==> config.mk <==
export PLATFORM = sky130hd
export DESIGN_NAME = q2e_sqrt_cell
export DESIGN_NICKNAME = d
export VERILOG_FILES = /design/src/rtl/q2e_pkg.sv /design/src/rtl/q2e_sqrt_cell.sv
export SDC_FILE = /design/constraint.sdc
export NUM_CORES = 1
export LEC_CHECK = 0
export ABC_AREA = 0
export BUFFER_PORTS_ARGS = -buffer_cell sky130_fd_sc_hd__buf_2
export CORE_AREA = 2 2 279 281
export DETAILED_ROUTE_END_ITERATION = 8
export DIE_AREA = 0 0 281 283
export SKIP_LAST_GASP = 1
export SYNTH_ARGS = -nofsm -noshare
export SYNTH_HDL_FRONTEND = slang
export SYNTH_SLANG_ARGS = --single-unit
==> constraint.sdc <==
create_clock -name i_clk -period 4.34 [get_ports i_clk]
set_clock_uncertainty 0.05 [all_clocks]
set_input_delay 0.868 -clock i_clk [delete_from_list [all_inputs] [get_ports i_clk]]
set_output_delay 0.868 -clock i_clk [all_outputs]
set_load 0.005 [all_outputs]
==> src/rtl/q2e_pkg.sv <==
// ----------------------------------------------------------------------------
// q2e_pkg
// Shared types, constants and tables for the quaternion to Euler converter.
// ----------------------------------------------------------------------------
package q2e_pkg;

    localparam int COMPONENT_BITS_DEF      = 16;
    localparam int CORDIC_STEPS_DEF        = 16;
    localparam int ANGLE_FRACTION_BITS_DEF = 7;

    localparam int WORK_FRAC     = 30;
    localparam int ANG_UNIT_BITS = 16;
    localparam int TABLE_LEN     = 24;

    // vector coordinates: |v| <= 4 * 2^30 before growth, CORDIC gain < 1.65
    localparam int VW = 36;
    // angle accumulator, 2^-16 degree
    localparam int AW = 26;
    // square-root radicand, 60 fraction bits
    localparam int RW = 62;

    localparam int ROLL_W  = 16;
    localparam int PITCH_W = 15;
    localparam int YAW_W   = 16;

    typedef logic signed [VW-1:0] t_vec;
    typedef logic signed [AW-1:0] t_ang;

    // one CORDIC lane
    typedef struct packed {
        t_vec x;
        t_vec y;
        t_ang z;
        logic zero;
    } t_lane;

    function automatic t_ang atan_entry(input int i);
        t_ang r;
        r = '0;
        case (i)
            0:  r = AW'(2949120);
            1:  r = AW'(1740967);
            2:  r = AW'(919879);
            3:  r = AW'(466945);
            4:  r = AW'(234379);
            5:  r = AW'(117304);
            6:  r = AW'(58666);
            7:  r = AW'(29335);
            8:  r = AW'(14668);
            9:  r = AW'(7334);
            10: r = AW'(3667);
            11: r = AW'(1833);
            12: r = AW'(917);
            13: r = AW'(458);
            14: r = AW'(229);
            15: r = AW'(115);
            16: r = AW'(57);
            17: r = AW'(29);
            18: r = AW'(14);
            19: r = AW'(7);
            20: r = AW'(4);
            21: r = AW'(2);
            22: r = AW'(1);
            default: r = '0;
        endcase
        return r;
    endfunction

endpackage

==> src/rtl/q2e_sqrt_cell.sv <==
// ----------------------------------------------------------------------------
// q2e_sqrt_cell
// One registered digit step of a non-restoring-free integer square root.
// Carries the pitch sine and the roll/yaw lanes alongside.
// ----------------------------------------------------------------------------
module q2e_sqrt_cell #(
    parameter int STEP = 0
) (
    input  logic                       i_clk,
    input  logic                       i_en,
    input  logic [q2e_pkg::RW-1:0]     i_rem,
    input  logic [q2e_pkg::RW-1:0]     i_res,
    input  q2e_pkg::t_vec              i_sin,
    input  q2e_pkg::t_lane             i_a,
    input  q2e_pkg::t_lane             i_b,
    output logic [q2e_pkg::RW-1:0]     o_rem,
    output logic [q2e_pkg::RW-1:0]     o_res,
    output q2e_pkg::t_vec              o_sin,
    output q2e_pkg::t_lane             o_a,
    output q2e_pkg::t_lane             o_b
);
    import q2e_pkg::*;

    localparam logic [RW-1:0] BIT = RW'(1) << (60 - 2 * STEP);

    logic [RW-1:0] n_rem, n_res;

    always_comb begin
        if (i_rem >= i_res + BIT) begin
            n_rem = i_rem - (i_res + BIT);
            n_res = (i_res >> 1) + BIT;
        end else begin
            n_rem = i_rem;
            n_res = i_res >> 1;
        end
    end

    always_ff @(posedge i_clk) begin
        if (i_en) begin
            o_rem <= n_rem;
            o_res <= n_res;
            o_sin <= i_sin;
            o_a   <= i_a;
            o_b   <= i_b;
        end
    end

endmodule

# == Yosys cells after proc, flatten, opt, wreduce, memory -nomap -nowiden ==
# Index checks and enable logic that the tools add are counted.
# totals
register_bits,358
latchBits,0
ram_bits,0
mem_bits_ro,0
input_bits,360
output_inout_bits,358
wordCells,18
mem_count,0
# classes
n_addsub,3
multipliers,0
div,0
magnitude_cmp,1
eq_ne,0
shifts,0
mux,2
n_bitwise,0
reduce_logical,0
# ops
op,n
$add A61 B61 Y62 const B,1
$add A62 B61 Y62 const B,1
$ge A62 B62 Y1,1
$mux W62,1
$sub A62 B62 Y62,1
$mux W61,1

# == Longest topological paths before layout ==
# logic_depth
depth_word,3
ltp_mapped,15
ltp_nobuf,14

# == Worst setup path before layout ==
# Ideal clock, no wire load.
# synth_path
kind,input -> register
startpoint,input i_rem[0] (netlist bit)
endpoint,register o_rem[13] (netlist bit) (data pin)
setup_time_ps,260
arrival_time_ps,3494
required_time_ps,4030
setup_slack_ps,535
path_stages,14
path_buffers,1
cell_sequence,inv_1 -> ha_1 -> inv_1 -> fa_1 -> a211oi_2 -> o21ai_2 -> o2111ai_2 -> a211oi_1 -> or3b_4 -> and2_4 -> a31oi_4 -> nand2_2 -> buf_6 -> mux2_4
# synth_between
elab_chain_cells,2
elab_cells_between_ends,3
cone_classes,add/sub (1); order compare (1); mux (1)
# synth_rtl
item,line_no,source
start: declaration,q2e_sqrt_cell.sv:11,"input logic [q2e_pkg::RW-1:0] i_rem,"
$sub A62 B62 Y62 / $ge A62 B62 Y1 (equally long branches),"q2e_sqrt_cell.sv:30, q2e_sqrt_cell.sv:29",
$mux W62 *,q2e_sqrt_cell.sv:29,if (i_rem >= i_res + BIT) begin
named net n_rem[13],q2e_sqrt_cell.sv:26,"logic [RW-1:0] n_rem, n_res;"
end signal: assignment,q2e_sqrt_cell.sv:40,o_rem <= n_rem;
end: declaration,q2e_sqrt_cell.sv:16,"output logic [q2e_pkg::RW-1:0] o_rem,"
# Mark *: on every way through the listed nets, which the timed path passes. The rest lies on a longest branch.
# A chain may end at the register's enable or synchronous reset.

# == Worst setup path after layout ==
# layout_path
startpoint,input i_rem[0] (netlist bit)
endpoint,register o_rem[60] (netlist bit) (data pin)
# The elaborated chain is that of the path after synthesis.

==> flow_summary.yaml <==
outcome:
  status: "complete, no violations"
sta:
  hold_violations: 0
  rsz0062_at_grt: "false"
  setup_viol: 0
  fin_crit_ps: 3811
  max-slew-margin-rel_pct: 49.24
  final-max-slew-violation-count: 0
  fmax_mhz: 262.4
  holdWs_ps: 412.9
  worst_slack_ps: 528.9
  tightest_slew_ps: 761.4
  period_share_pct: 87.81
  fin_tns_setup_ps: 0
clock_network:
  cts_tree: "done"
  cts_made_buffers: 44
  cts_hold_buf: 0
  clockBufferDepth: 3
  cts_max_level: 2
  cts.repair.resized: 0
  clk_pin_slew_ps: 60
  post_cts_buffers: 0
  cts_root_buf: "clkbuf_16"
  clock-sinks: 358
floorplanning:
  core_um2: 76700
  start_util_pct: 20.26
  die_y_um: 283
  io_pins: 718
  placementRows: 102
  fp.dieW_um: 281
  die-area_um2: 79520
global_routing:
  top_usage_layer: "met2"
  met1_usage_pct: 18.56
  grt_max_degree: 88
  grt_pass1_wl_mm: 99.24
  antenna_found_initial: 63
  use_met3_pct: 8.403
  grt.met2_usage_pct: 33.02
  grtUsageTotal_pct: 17.99
  grt_pass1_vias: 12596
  grt_overflow: 0
synthesis:
  synth-main-ff-cell: "edfxtp_1"
  yosys_warnings: 0
  synth_edf_count: 358
  avgSynthCellArea_um2: 13.99
  synth_nets: 1534
  synthArstFlopShare_pct: 0
  ys_seq_area_share_pct: 69.17
  synthCells: 1111
  ys_seq_elements: 358
  ys_types: 66
  syn_area_um2: 15540
worst_setup_path:
  arrival_ps: 4090
  crit_fanout: 4
  cp.required_ps: 4620
  worstSetupEndpointType: "flop"
  critPathKind: "primary input to flop"
  critPathLaunchType: "primary input"
min_path:
  hold_class: "primary input to flop"
final_layout:
  mostFrequentLayoutCells: "716 x buf_2, 358 x edfxtp_1, 127 x a21oi_1"
  final_core_utilization_pct: 29.07
  instances_no_fill: 2982
  layout_commonest_cell: "buf_2"
  final_cell_area_um2: 22290
  nets: 2321
  area_delta_synth_final_pct: 43.45
  layout-drive-gt1-share_pct: 45.24
placement:
  io_buffers: 717
  post-place-ws_ps: -55.63
  hpwl_mm: 62.12
  placed_cell_area_um2: 20750
  gp_congestion: 0.8834
  placed_cells: 2892
route:
  routed_wirelength_mm: 74.38
  drc: 0
  first_pass_iters: 6
  vias: 12543
  antenna_left: 0
  routed_via_density: 4.206
  drt-initial-drc-count: 747
  avgRoutedWirePerCell_um: 24.94
pwr:
  p_total_mw: 9.888
  switchingPower_mw: 2.630
  p_seq_share_pct: 43.2
  p_int_mw: 7.258
  p_leak_nw: 9.558
  ir_drop_mv: 0.2810
  swShare_pct: 26.60
  share_comb_of_total_power_pct: 17.1
  powerDensity_nw_per_um2: 443.5
  p_clk_share_pct: 39.7
flow_run:
  maxCapViolCount: 0
logic make-up (layout without fill, tap and decap cells):
| logic type | Yosys count | in the layout | share of synthesized area [%] |
|---|---|---|---|
| adders and majority gates | 63 | 63 | 5.120 |
| muxes | 18 | 18 | 1.707 |
| xor gates and xnor gates | 57 | 57 | 3.212 |
| other | 0 | 10 | 0 |
| buffers and inverters | 105 | 926 | 2.914 |
| AOI/OAI and AO/OA | 268 | 268 | 10.74 |
| and+or+nand+nor | 242 | 242 | 7.133 |
| DFF | 358 | 358 | 69.17 |
routing by layer:
metal  routed length, µm  part of all wire (%)  up-vias
li1                    -                     -     5775
met1               26640                    36     6048
met2               38190                    51      569
met3                8005                    11      119
met4                1343                   1.8       32
met5                 199                  0.27        -
layout make-up:
cell class                 count  area, µm²
tap                         1040       1301
fill                        7951      54410
clock inverter                28      347.8
clock buffer                  52       1174
antenna                       10      25.02
inverter                      77      289.0
sequential                   358      10750
multi-input combinational    648       4343
timing repair buffer         769       4064
Yosys cell counts (3+ instances only):
cell type	n	area (µm²)
edfxtp_1	358	10750
a21oi_1	127	635.6
nor2_1	86	322.8
inv_1	77	289.0
nand2_1	70	262.8
ha_1	62	775.7
xnor2_1	36	315.3
o21ai_0	29	145.1
a21o_1	24	180.2
xor2_1	21	183.9
nand3_1	20	100.1
mux2_4	17	255.2
nand4_1	15	93.84
clkbuf_1	13	48.80
o21ai_1	11	55.05
o21bai_1	11	82.58
and3_1	10	62.56
nor3_1	10	50.05
buf_2	8	40.04
o211ai_1	8	60.06
a31oi_1	7	43.79
nor2b_1	7	43.79
o21a_1	7	52.55
buf_6	6	67.56
a211oi_1	5	37.54
or2_2	5	31.28
a221oi_1	4	35.03
and2_1	4	25.02
a21boi_0	3	22.52
a31o_1	3	26.28
nand2b_1	3	18.77
state kept, by name (all words and copies together) (netlist names):
signal,count
o_a,99
o_b,99
o_rem,62
o_res,62
o_sin,36
power groups by stage:
stage               sequential [mW]  clock [mW]  combinational (mW)
floorplan                      4.39           0               0.672
global placement               4.33           0                1.73
detailed placement             4.33           0                1.73
CTS                            4.27        4.05                1.74
global route                   4.30        4.16                1.85
finish                         4.27        3.93                1.69
path summary, 6_finish.rpt:
check / from / end / slack [ps] / cells after the start
min: i_a[61] / o_a[61] / 410 / 1
max: i_rem[0] / o_rem[60] / 530 / 15
critical path: stages:
cell and delay (ps):
buf_2 120, inv_1 60, ha_1 230, inv_1 80
fa_1 430, a211oi_2 250, o21ai_2 150, a21oi_1 420
o41ai_1 160, a211oi_2 360, a31oi_1 180, a31o_1 280
a21oi_1 230, xor2_1 180, a21oi_1 80
Note: power is estimated with default switching activity, not from simulation.
