==> src/rtl/q2e_pkg.sv <==
// ----------------------------------------------------------------------------
// q2e_pkg
// Shared types, constants and tables for the quaternion to Euler converter.
// ----------------------------------------------------------------------------
package q2e_pkg;

    localparam int COMPONENT_BITS_DEF      = 16;
    localparam int CORDIC_STEPS_DEF        = 16;
    localparam int ANGLE_FRACTION_BITS_DEF = 7;

    localparam int WORK_FRAC     = 30;
    localparam int ANG_UNIT_BITS = 16;
    localparam int TABLE_LEN     = 24;

    // vector coordinates: |v| <= 4 * 2^30 before growth, CORDIC gain < 1.65
    localparam int VW = 36;
    // angle accumulator, 2^-16 degree
    localparam int AW = 26;
    // square-root radicand, 60 fraction bits
    localparam int RW = 62;

    localparam int ROLL_W  = 16;
    localparam int PITCH_W = 15;
    localparam int YAW_W   = 16;

    typedef logic signed [VW-1:0] t_vec;
    typedef logic signed [AW-1:0] t_ang;

    // one CORDIC lane
    typedef struct packed {
        t_vec x;
        t_vec y;
        t_ang z;
        logic zero;
    } t_lane;

    function automatic t_ang atan_entry(input int i);
        t_ang r;
        r = '0;
        case (i)
            0:  r = AW'(2949120);
            1:  r = AW'(1740967);
            2:  r = AW'(919879);
            3:  r = AW'(466945);
            4:  r = AW'(234379);
            5:  r = AW'(117304);
            6:  r = AW'(58666);
            7:  r = AW'(29335);
            8:  r = AW'(14668);
            9:  r = AW'(7334);
            10: r = AW'(3667);
            11: r = AW'(1833);
            12: r = AW'(917);
            13: r = AW'(458);
            14: r = AW'(229);
            15: r = AW'(115);
            16: r = AW'(57);
            17: r = AW'(29);
            18: r = AW'(14);
            19: r = AW'(7);
            20: r = AW'(4);
            21: r = AW'(2);
            22: r = AW'(1);
            default: r = '0;
        endcase
        return r;
    endfunction

endpackage

==> src/rtl/q2e_cordic_cell.sv <==
// ----------------------------------------------------------------------------
// q2e_cordic_cell
// One registered vectoring CORDIC iteration on a single lane.
// ----------------------------------------------------------------------------
module q2e_cordic_cell #(
    parameter int STEP = 0
) (
    input  logic            i_clk,
    input  logic            i_en,
    input  q2e_pkg::t_lane  i_lane,
    output q2e_pkg::t_lane  o_lane
);
    import q2e_pkg::*;

    t_lane n_lane;
    t_vec  xs, ys;

    always_comb begin
        xs = i_lane.x >>> STEP;
        ys = i_lane.y >>> STEP;
        n_lane = i_lane;
        if (!i_lane.y[VW-1]) begin
            n_lane.x = i_lane.x + ys;
            n_lane.y = i_lane.y - xs;
            n_lane.z = i_lane.z + atan_entry(STEP);
        end else begin
            n_lane.x = i_lane.x - ys;
            n_lane.y = i_lane.y + xs;
            n_lane.z = i_lane.z - atan_entry(STEP);
        end
    end

    always_ff @(posedge i_clk) begin
        if (i_en) begin
            o_lane <= n_lane;
        end
    end

endmodule

==> config.mk <==
export PLATFORM = sky130hd
export DESIGN_NAME = q2e_cordic_cell
export DESIGN_NICKNAME = d
export VERILOG_FILES = /design/src/rtl/q2e_pkg.sv /design/src/rtl/q2e_cordic_cell.sv
export SDC_FILE = /design/constraint.sdc
export NUM_CORES = 1
export LEC_CHECK = 0
export BUFFER_PORTS_ARGS = -buffer_cell sky130_fd_sc_hd__buf_4
export CAP_MARGIN = 25
export CORE_AREA = 4 4 139 141
export DETAILED_ROUTE_END_ITERATION = 10
export DIE_AREA = 0 0 143 145
export PLACE_DENSITY = 0.79
export SYNTH_ARGS = -nofsm -noshare
export SYNTH_HDL_FRONTEND = slang
export SYNTH_SLANG_ARGS = --single-unit
==> constraint.sdc <==
create_clock -name i_clk -period 3.65 [get_ports i_clk]
set_clock_uncertainty 0.1 [all_clocks]
set_input_delay 0.365 -clock i_clk [delete_from_list [all_inputs] [get_ports i_clk]]
set_output_delay 0.365 -clock i_clk [all_outputs]
set_load 0.05 [all_outputs]
Word-level counts from Yosys, hierarchy flattened
Cells that the tools add are included.
{"block": "word_totals", "output_inout_bits": 99, "inputBits": 101, "ff_bits": 99, "elab_cells": 10}
{"block": "op_classes", "n_addsub": 5, "n_mux": 1}
{"cell": "98-bit 2-to-1 mux", "n": 1}
{"cell": "36-bit subtractor", "n": 2}
{"cell": "36-bit adder", "n": 1}
{"cell": "26-bit by 23-bit adder with 26-bit output (second input constant)", "n": 1}
{"cell": "26-bit by 23-bit subtractor with 26-bit output (second input constant)", "n": 1}

Depth between registers and ports, before layout
Gate-level depths: netlist of the first run.
{"block": "logic_depth", "word_depth": 2, "mapped_depth": 13, "mapped_depth_nobuf": 12}

Worst setup path before layout of the first run
Ideal clock, no wire load.
{"block": "synth_path", "path_kind": "input to register", "startpoint": "in i_lane[33] in the netlist's numbering", "endpoint": "reg o_lane[95] in the netlist's numbering, data pin", "arrival_time_ns": 2.796, "required_ns": 3.278, "path_stages": 11, "n_path_buf": 0, "slack_ns": 0.483, "setup_ns": 0.272, "path_cell_list": "inv_1 > ha_1 > or3_1 > or3_4 > o31ai_4 > nor2_2 > o21bai_4 > a21o_4 > a21oi_4 > o211a_1 > or4_1"}
{"item": "start, declared", "line": "q2e_cordic_cell.sv:10", "rtl": "input q2e_pkg::t_lane i_lane,"}
{"item": "end signal, assigned", "line": "q2e_cordic_cell.sv:35", "rtl": "o_lane <= n_lane;"}
{"item": "end, declared", "line": "q2e_cordic_cell.sv:11", "rtl": "output q2e_pkg::t_lane o_lane"}

==> impl_metrics.py, run 1 <==
metrics = {
    "worst_setup_path": {
        "required_ns": 3.68,
        "cp_max_fo": 4,
        "cpMostUsedCell": "a21oi_1",
        "critPathKind": "in2reg",
        "cp_slowest_stage_delay_ns": 0.49,
        "cp_slowest_cell": "o31ai_2",
        "start_kind": "input pin",
        "endpoint_kind": "flip-flop",
        "path_cells": "buf_4, inv_1, ha_1, nor2b_1, o2111ai_1, a21oi_1, o31ai_2, a21oi_1, o21a_1, or3_1, a211oi_1, nor3_1",
        "cp.arrival_ns": 3.26,
    },
    "timing": {
        "setup_tns_ns": 0,
        "min_period_over_period": 0.885,
        "drv_slew": 0,
        "slew_headroom": 0.376,
        "setup_violations": 0,
        "tightest_slew_ns": 0.936,
        "hold_slack_ns": 0.0747,
        "final-hold-violation-count": 0,
        "finalCriticalPeriod_ns": 3.23,
        "rsz0062_at_grt": "no",
        "max_freq_mhz": 310,
    },
    "placement": {
        "io_buffers": 199,
        "gp_congestion": 0.973,
        "dpl.hpwl_um": 25300,
    },
    "routing": {
        "antenna_left": 0,
        "vias": 9756,
        "remaining_drc_errors": 0,
        "drtIter0Drc": 1076,
        "wire_per_inst_um": 19.6,
        "wirelength_um": 31900,
        "firstDrtPassIters": 8,
        "via_per_inst": 6.00,
    },
    "hold_path": {
        "hold_start": "i_lane[9]",
        "holdPathStages": 1,
        "worstHoldPathType": "in2reg",
        "hold_path_end": "o_lane[9]$_DFFE_PP_",
    },
    "outcome": {
        "outcome": "finished, final reports clean",
    },
    "synth": {
        "synth_top_family_by_area": "compound AO/OA/AOI/OAI gates",
        "synthMuxAreaShare": 0.0152,
        "ys_seq_elements": 98,
        "synth_cell_types": 73,
        "synth_compound_area_frac": 0.252,
        "synth_xor_area_frac": 0.0639,
        "async_reset_ff_frac": 0,
        "syn_avg_cell_area_um2": 8.44,
        "synth_area_mm2": 0.00987,
        "synth_edf_count": 98,
        "synth_fp_nets": 1392,
        "yosysSeqAreaShare": 0.298,
        "yosys_warnings": 0,
        "yosys.area_share.adder": 0.156,
        "ys.flop_type": "edfxtp_1",
        "synth_cells": 1170,
        "synthSimpleGateAreaFrac": 0.145,
    },
    "die": {
        "die_h_um": 145,
        "num_io_pins": 200,
        "rows": 49,
        "core_mm2": 0.0180,
        "die_area_mm2": 0.0207,
        "chipWidth_um": 143,
        "start_util": 0.550,
    },
    "power_and_ir_drop": {
        "vdd_ir_drop_max_v": 0.000274,
        "cellPowerDensity_mw_per_mm2": 399,
        "power_leakage_nw": 5.52,
    },
    "cts": {
        "cts_resized": 0,
        "cts_max_level": 3,
        "post_cts_buffers": 0,
        "cts_sinks": 98,
        "cts_inserted_buffers": 9,
        "cts_tree": "done",
        "clock_path_buffers": 2,
        "ctsHoldBuffers": 0,
        "cts_root_buf": "clkbuf_16",
        "path_clk_slew_ns": 0.09,
    },
    "cells_and_area": {
        "regMostFlops": "o_lane",
        "drive_gt1_frac": 0.217,
        "seqCellArea_mm2": 0.00294,
        "largest_registers": "o_lane x98",
        "final_common_cell": "buf_4",
        "num-fill-cells": 1505,
        "layout_common_cells": "268 x buf_4, 137 x a21oi_1, 117 x ha_1",
        "syn_to_final_growth_pct": 24.0,
        "nets": 1615,
        "largest_reg_flops": 98,
        "n_antenna_cell": 0,
        "multi_input_area_mm2": 0.00624,
    },
    "flow_run": {
        "cap_viol_max_count": 0,
    },
    "global_route": {
        "grt_util_all_layers": 0.296,
        "grt_max_degree": 81,
        "antenna_found_initial": 1,
        "grt_pass1_vias": 9327,
        "grt_pass1_wl_um": 49400,
        "grt_overflow": 0,
    },
}
==> cell families (layout without fill, tap and decap cells) <==
logic type,Yosys count,count (layout)
AOI/OAI and AO/OA,388,388
and+or+nand+nor,296,296
muxes,15,15
xor gates and xnor gates,72,72
buffers and inverters,180,407
DFF,98,98
adders and majority gates,121,121
==> worst max path at each step <==
stage	slack (ns)	startpoint	depth (start not counted)	end
floorplan	0.48	i_lane[33]	11	o_lane[95]$_DFFE_PP_
global placement	0.21	i_lane[27]	12	o_lane[95]$_DFFE_PP_
detailed placement	0.09	i_lane[27]	12	o_lane[95]$_DFFE_PP_
CTS	0.48	i_lane[27]	12	o_lane[95]$_DFFE_PP_
global route	0.24	i_lane[63]	13	o_lane[95]$_DFFE_PP_
finish	0.42	i_lane[28]	12	o_lane[60]$_DFFE_PP_
==> layer usage <==
layer | part of all wire | track usage | routed length [µm] | vias to the layer above
met3 | 0.097 | 0.0480 | 3080 | 50
li1 | - | - | - | 4628
met4 | 0.022 | 0.0875 | 697 | 2
met2 | 0.46 | 0.468 | 14500 | 563
met1 | 0.43 | 0.418 | 13600 | 4513
met5 | 0.00041 | 0 | 13 | -
==> area by class of cell <==
cell class | instances | share of cell area
Multi-Input combinational cell | 892 | 0.510
Clock buffer | 9 | 0.0184
Sequential cell | 98 | 0.240
Tap cell | 229 | 0.0234
Clock inverter | 6 | 0.00603
Timing Repair Buffer | 268 | 0.164
Inverter | 124 | 0.0380
==> critical path: cells and delay by family <==
family,cells,cell delay (ns)
adder cells (fa/ha/maj),1,0.31
buffers and inverters,2,0.16
AO/OA/AOI/OAI,6,1.75
AND/OR/NAND/NOR,3,0.65
==> cells in the mapped netlist, types with 4 or more instances <==
cell | number | area (µm²)
and2_1 | 8 | 50.1
o211ai_1 | 7 | 52.6
buf_1 | 8 | 30.0
o2111ai_1 | 5 | 43.8
or4_1 | 5 | 37.5
edfxtp_1 | 98 | 2940
a21o_1 | 28 | 210
a21oi_1 | 137 | 686
o311ai_1 | 4 | 35.0
a31oi_1 | 9 | 56.3
nor3_1 | 31 | 155
ha_1 | 117 | 1460
nand4_1 | 16 | 100
nor2b_1 | 16 | 100
nor2_1 | 90 | 338
clkbuf_1 | 38 | 143
inv_2 | 5 | 18.8
o21ai_1 | 8 | 40.0
o311ai_0 | 4 | 35.0
a21boi_0 | 5 | 37.5
fa_1 | 4 | 80.1
xor2_1 | 10 | 87.6
buf_2 | 9 | 45.0
o21bai_1 | 30 | 225
a221oi_1 | 5 | 43.8
a211oi_1 | 14 | 105
nand3_1 | 20 | 100
or3_1 | 9 | 56.3
mux2i_1 | 15 | 150
a311oi_1 | 4 | 35.0
xnor2_1 | 62 | 543
nor4_1 | 9 | 56.3
inv_1 | 116 | 435
o21ai_0 | 72 | 360
and3_1 | 4 | 25.0
o31a_1 | 4 | 35.0
nand2_1 | 63 | 236
nand2b_1 | 14 | 87.6
o21a_1 | 5 | 37.5
o31ai_1 | 14 | 105
==> power breakdown <==
group	internal (mW)	switching (mW)	leakage, nW	total, mW
registers	1.47	0.0573	0.959	1.53
logic	0.793	1.53	4.42	2.32
clock network	0.539	0.497	0.140	1.04
total	2.80	2.08	5.52	4.89
==> metrics by stage <==
step	std cells	instance area, µm²	power (mW)	setup slack (ns)	utilization
final	1626	12200	4.89	0.420	0.682
after detailed placement	1611	11900	3.84	0.0949	0.665
after global routing	1626	12200	5.09	0.241	0.682
after global placement	1611	11900	3.82	0.205	0.665
after CTS	1626	12200	4.88	0.477	0.682
after floorplan	1170	9870	3.06	0.483	-
No activity file was read; power rests on OpenSTA's default activity.
==> run 2: changes to the inputs <==
REMOVE_ABC_BUFFERS = 1   (was not set)
==> run 2 against run 1 <==
Critical path depth unchanged. Sequential share of layout area about the same. Clock power about the same. Via count down 0.25%. Total power down 0.80%. Final area up 0.12%. Sequential power about the same. Final cell count up 0.12%. Setup slack worse by 0.16 ns. Die area unchanged. Combinational power about the same. Largest cell class unchanged. Highest routed layer is now met4.
==> impl_metrics.py, run 2 (synthesis gave the netlist of run 1 again) <==
metrics = {
    "worst_setup_path": {
        "critPathKind": "in2reg",
        "start_kind": "input pin",
        "endpoint_kind": "flip-flop",
        "cp_max_fo": 5,
        "cp.arrival_ns": 3.42,
        "required_ns": 3.68,
    },
    "die": {
        "core_mm2": 0.0180,
        "chipWidth_um": 143,
        "num_io_pins": 200,
        "die_h_um": 145,
        "start_util": 0.550,
        "die_area_mm2": 0.0207,
        "rows": 49,
    },
    "cells_and_area": {
        "layout_common_cells": "269 x buf_4, 137 x a21oi_1, 117 x ha_1",
        "multi_input_area_mm2": 0.00624,
        "n_antenna_cell": 0,
        "utilization": 0.683,
        "num-fill-cells": 1564,
        "drive_gt1_frac": 0.218,
        "syn_to_final_growth_pct": 24.2,
        "seqCellArea_mm2": 0.00294,
        "stdcell_area_mm2": 0.0123,
        "largest_reg_flops": 98,
        "final_common_cell": "buf_4",
        "regMostFlops": "o_lane",
        "largest_registers": "o_lane x98",
        "nets": 1616,
    },
    "timing": {
        "tightest_slew_ns": 1.01,
        "max_freq_mhz": 295,
        "slew_headroom": 0.329,
        "final-hold-violation-count": 0,
        "setup_slack_ns": 0.261,
        "rsz0062_at_grt": "no",
        "setup_violations": 0,
        "finalCriticalPeriod_ns": 3.39,
        "drv_slew": 0,
        "min_period_over_period": 0.929,
        "hold_slack_ns": 0.0778,
    },
    "placement": {
        "pre_cts_slack_ns": -0.0240,
        "io_buffers": 199,
        "gp_congestion": 0.982,
        "dpl_cell_area_mm2": 0.0120,
        "dpl.hpwl_um": 25100,
    },
    "cts": {
        "cts_root_buf": "clkbuf_16",
        "cts_resized": 0,
        "cts_max_level": 3,
        "ctsHoldBuffers": 0,
        "cts_tree": "done",
        "cts_inserted_buffers": 9,
        "path_clk_slew_ns": 0.09,
        "post_cts_buffers": 0,
        "cts_sinks": 98,
        "clock_path_buffers": 2,
    },
    "hold_path": {
        "worstHoldPathType": "in2reg",
        "holdPathStages": 1,
    },
    "global_route": {
        "grt_pass1_wl_um": 49500,
        "antenna_found_initial": 0,
        "grt_util_all_layers": 0.295,
        "grt_pass1_vias": 9563,
        "grt_overflow": 0,
        "grt_max_degree": 98,
    },
    "routing": {
        "via_per_inst": 5.98,
        "vias": 9732,
        "firstDrtPassIters": 5,
        "drtIter0Drc": 913,
        "wirelength_um": 31300,
        "wire_per_inst_um": 19.2,
        "remaining_drc_errors": 0,
        "antenna_left": 0,
    },
    "outcome": {
        "outcome": "finished, final reports clean",
    },
    "power_and_ir_drop": {
        "vdd_ir_drop_max_v": 0.000260,
        "power.total_mw": 4.85,
        "cellPowerDensity_mw_per_mm2": 395,
        "power_leakage_nw": 5.53,
    },
    "flow_run": {
        "cap_viol_max_count": 0,
    },
}
## run 2: worst paths after layout
kind	startpoint	endpoint	slack, ns
worst min-delay path	i_lane[13]	o_lane[13]$_DFFE_PP_	0.08
worst max-delay path	i_lane[28]	o_lane[58]$_DFFE_PP_	0.26
## run 2: critical path, stage by stage
cell	delay (ns)
buf_4	0.11
inv_1	0.06
ha_1	0.30
nor2b_1	0.07
o311ai_1	0.40
o21ai_1	0.25
a221oi_1	0.54
o2111ai_1	0.42
and2_1	0.30
a311o_1	0.34
a21boi_1	0.19
xnor2_1	0.09
## run 2: per-layer routing
| layer | up-vias | global-route usage | wire, µm |
|---|---|---|---|
| met3 | 62 | 0.0448 | 2660 |
| met4 | 0 | 0.0951 | 830 |
| li1 | 4643 | - | - |
| met2 | 491 | 0.475 | 14600 |
| met1 | 4536 | 0.408 | 13100 |
| met5 | - | 0 | 0 |
## run 2: final cells by class
type	count	share of cell area
Clock buffer	9	0.0184
Clock inverter	7	0.00663
Inverter	124	0.0380
Multi-Input combinational cell	892	0.509
Sequential cell	98	0.240
Tap cell	229	0.0234
Timing Repair Buffer	269	0.165
## run 2: power breakdown
group / internal, mW / leakage, nW / total (mW) / switching [mW]
registers: 1.47 / 0.959 / 1.52 / 0.0517
clock network: 0.490 / 0.150 / 1.01 / 0.515
logic: 0.794 / 4.42 / 2.32 / 1.53
## run 2: per-stage QoR
| step | TNS (ns) | instances |
|---|---|---|
| final | 0 | 1628 |
| after global routing | 0 | 1628 |
| after CTS | 0 | 1628 |
| after detailed placement | -0.0365 | 1612 |
| after global placement | 0 | 1612 |
| after floorplan | 0 | 1114 |
==> run 3: changes to the inputs <==
PLACE_DENSITY = 0.84   (was 0.79)
==> run 3 against run 2 <==
Final area about the same. Routed wire length increased by 3.7%. Flip-flop and latch count unchanged. Hold slack got worse by 0.011 ns. Global-route usage increased by 0.82 points. Utilization about the same. Via count increased by 1.4%. Sequential share of layout area about the same. Setup slack improved by 0.093 ns. Count of clock-buffer cells in the layout unchanged. Total power increased by 0.44%. Largest cell class unchanged. Highest routed layer unchanged.
==> impl_metrics.py, run 3 (synthesis gave the netlist of run 1 again) <==
metrics = {
    "worst_setup_path": {
        "path_cells": "buf_4, ha_1, fa_1, nand2b_1, a211oi_1, o21ai_1, o21ai_1, a21o_1, nor2_1, o221ai_1, mux2i_1, or4_1",
        "critPathBufInv": 1,
        "cp_slowest_stage_delay_ns": 0.51,
        "cpMostUsedCell": "o21ai_1",
        "critPathKind": "in2reg",
        "start_kind": "input pin",
        "cp.arrival_ns": 3.30,
        "endpoint_kind": "flip-flop",
        "cp_max_fo": 3,
        "required_ns": 3.66,
        "cp_slowest_cell": "or4_1",
        "critPathTopFamily": "compound AO/OA/AOI/OAI gates",
    },
    "cells_and_area": {
        "utilization": 0.683,
        "finalNonFillerCells": 1629,
        "syn_to_final_growth_pct": 24.2,
        "largest_registers": "o_lane x98",
        "stdcell_area_mm2": 0.0123,
        "regMostFlops": "o_lane",
        "drive_gt1_frac": 0.219,
        "n_antenna_cell": 0,
        "final_common_cell": "buf_4",
        "layout_common_cells": "270 x buf_4, 137 x a21oi_1, 117 x ha_1",
        "nets": 1617,
        "largest_reg_flops": 98,
    },
    "outcome": {
        "outcome": "finished, final reports clean",
    },
    "timing": {
        "tightest_slew_ns": 0.987,
        "setup_slack_ns": 0.354,
        "slew_headroom": 0.336,
        "drv_slew": 0,
        "setup_tns_ns": 0,
        "min_period_over_period": 0.903,
        "rsz0062_at_grt": "no",
        "max_freq_mhz": 303,
        "final-hold-violation-count": 0,
        "hold_slack_ns": 0.0669,
        "finalCriticalPeriod_ns": 3.30,
        "setup_violations": 0,
    },
    "die": {
        "die_area_mm2": 0.0207,
        "start_util": 0.550,
        "num_io_pins": 200,
        "core_mm2": 0.0180,
        "rows": 49,
        "die_h_um": 145,
        "chipWidth_um": 143,
    },
    "global_route": {
        "grt_max_degree": 49,
        "grt_overflow": 0,
        "grt_pass1_wl_um": 50700,
        "antenna_found_initial": 0,
        "grt_pass1_vias": 9681,
        "grt_util_all_layers": 0.303,
    },
    "flow_run": {
        "cap_viol_max_count": 0,
    },
    "cts": {
        "cts_max_level": 3,
        "post_cts_buffers": 0,
        "cts_resized": 0,
        "cts_root_buf": "clkbuf_16",
        "ctsHoldBuffers": 0,
        "path_clk_slew_ns": 0.08,
        "clock_path_buffers": 2,
        "cts_tree": "done",
        "cts_inserted_buffers": 9,
        "cts_sinks": 98,
    },
    "routing": {
        "antenna_left": 0,
        "drtIter0Drc": 1060,
        "vias": 9864,
        "remaining_drc_errors": 0,
        "firstDrtPassIters": 5,
        "wire_per_inst_um": 19.9,
        "via_per_inst": 6.06,
        "wirelength_um": 32400,
    },
    "placement": {
        "dp_cells": 1613,
        "gp_congestion": 0.973,
        "io_buffers": 199,
        "dpl_cell_area_mm2": 0.0120,
        "dpl.hpwl_um": 26000,
        "pre_cts_slack_ns": 0.0566,
    },
    "power_and_ir_drop": {
        "combPwrFrac": 0.480,
        "vdd_ir_drop_max_v": 0.000293,
        "power_leakage_nw": 5.53,
        "power.total_mw": 4.87,
        "clkPwrFrac": 0.206,
        "cellPowerDensity_mw_per_mm2": 397,
        "p_int_mw": 2.76,
        "swShare": 0.434,
        "seqPwrFrac": 0.314,
        "switchingPower_mw": 2.11,
    },
    "hold_path": {
        "worstHoldPathType": "in2reg",
    },
}
==> run 3: path summary, 6_finish.rpt <==
path	start	to	slack [ns]	depth (start not counted)
hold / removal	i_lane[15]	o_lane[15]$_DFFE_PP_	0.07	1
setup / recovery	i_lane[27]	o_lane[95]$_DFFE_PP_	0.35	12
==> run 3: cell type report <==
class	instances	area [µm²]
Clock buffer	9	225
Fill cell	1479	5700
Inverter	124	465
Sequential cell	98	2940
Clock inverter	7	78.8
Tap cell	229	287
Multi-Input combinational cell	892	6240
Timing Repair Buffer	270	2030
==> run 3: power groups by stage <==
stage / sequential [mW] / combinational [mW] / clock [mW]
floorplan: 2.14 / 0.888 / 0
global placement: 1.55 / 2.27 / 0
detailed placement: 1.55 / 2.30 / 0
CTS: 1.53 / 2.31 / 1.01
global route: 1.54 / 2.48 / 1.06
finish: 1.53 / 2.34 / 1.00
==> run 3: layer usage <==
metal	GRT usage	share of wire	vias up
met1	0.404	0.41	4638
li1	-	-	4637
met3	0.0533	0.088	72
met4	0.0970	0.026	0
met5	0	0	-
met2	0.501	0.48	517
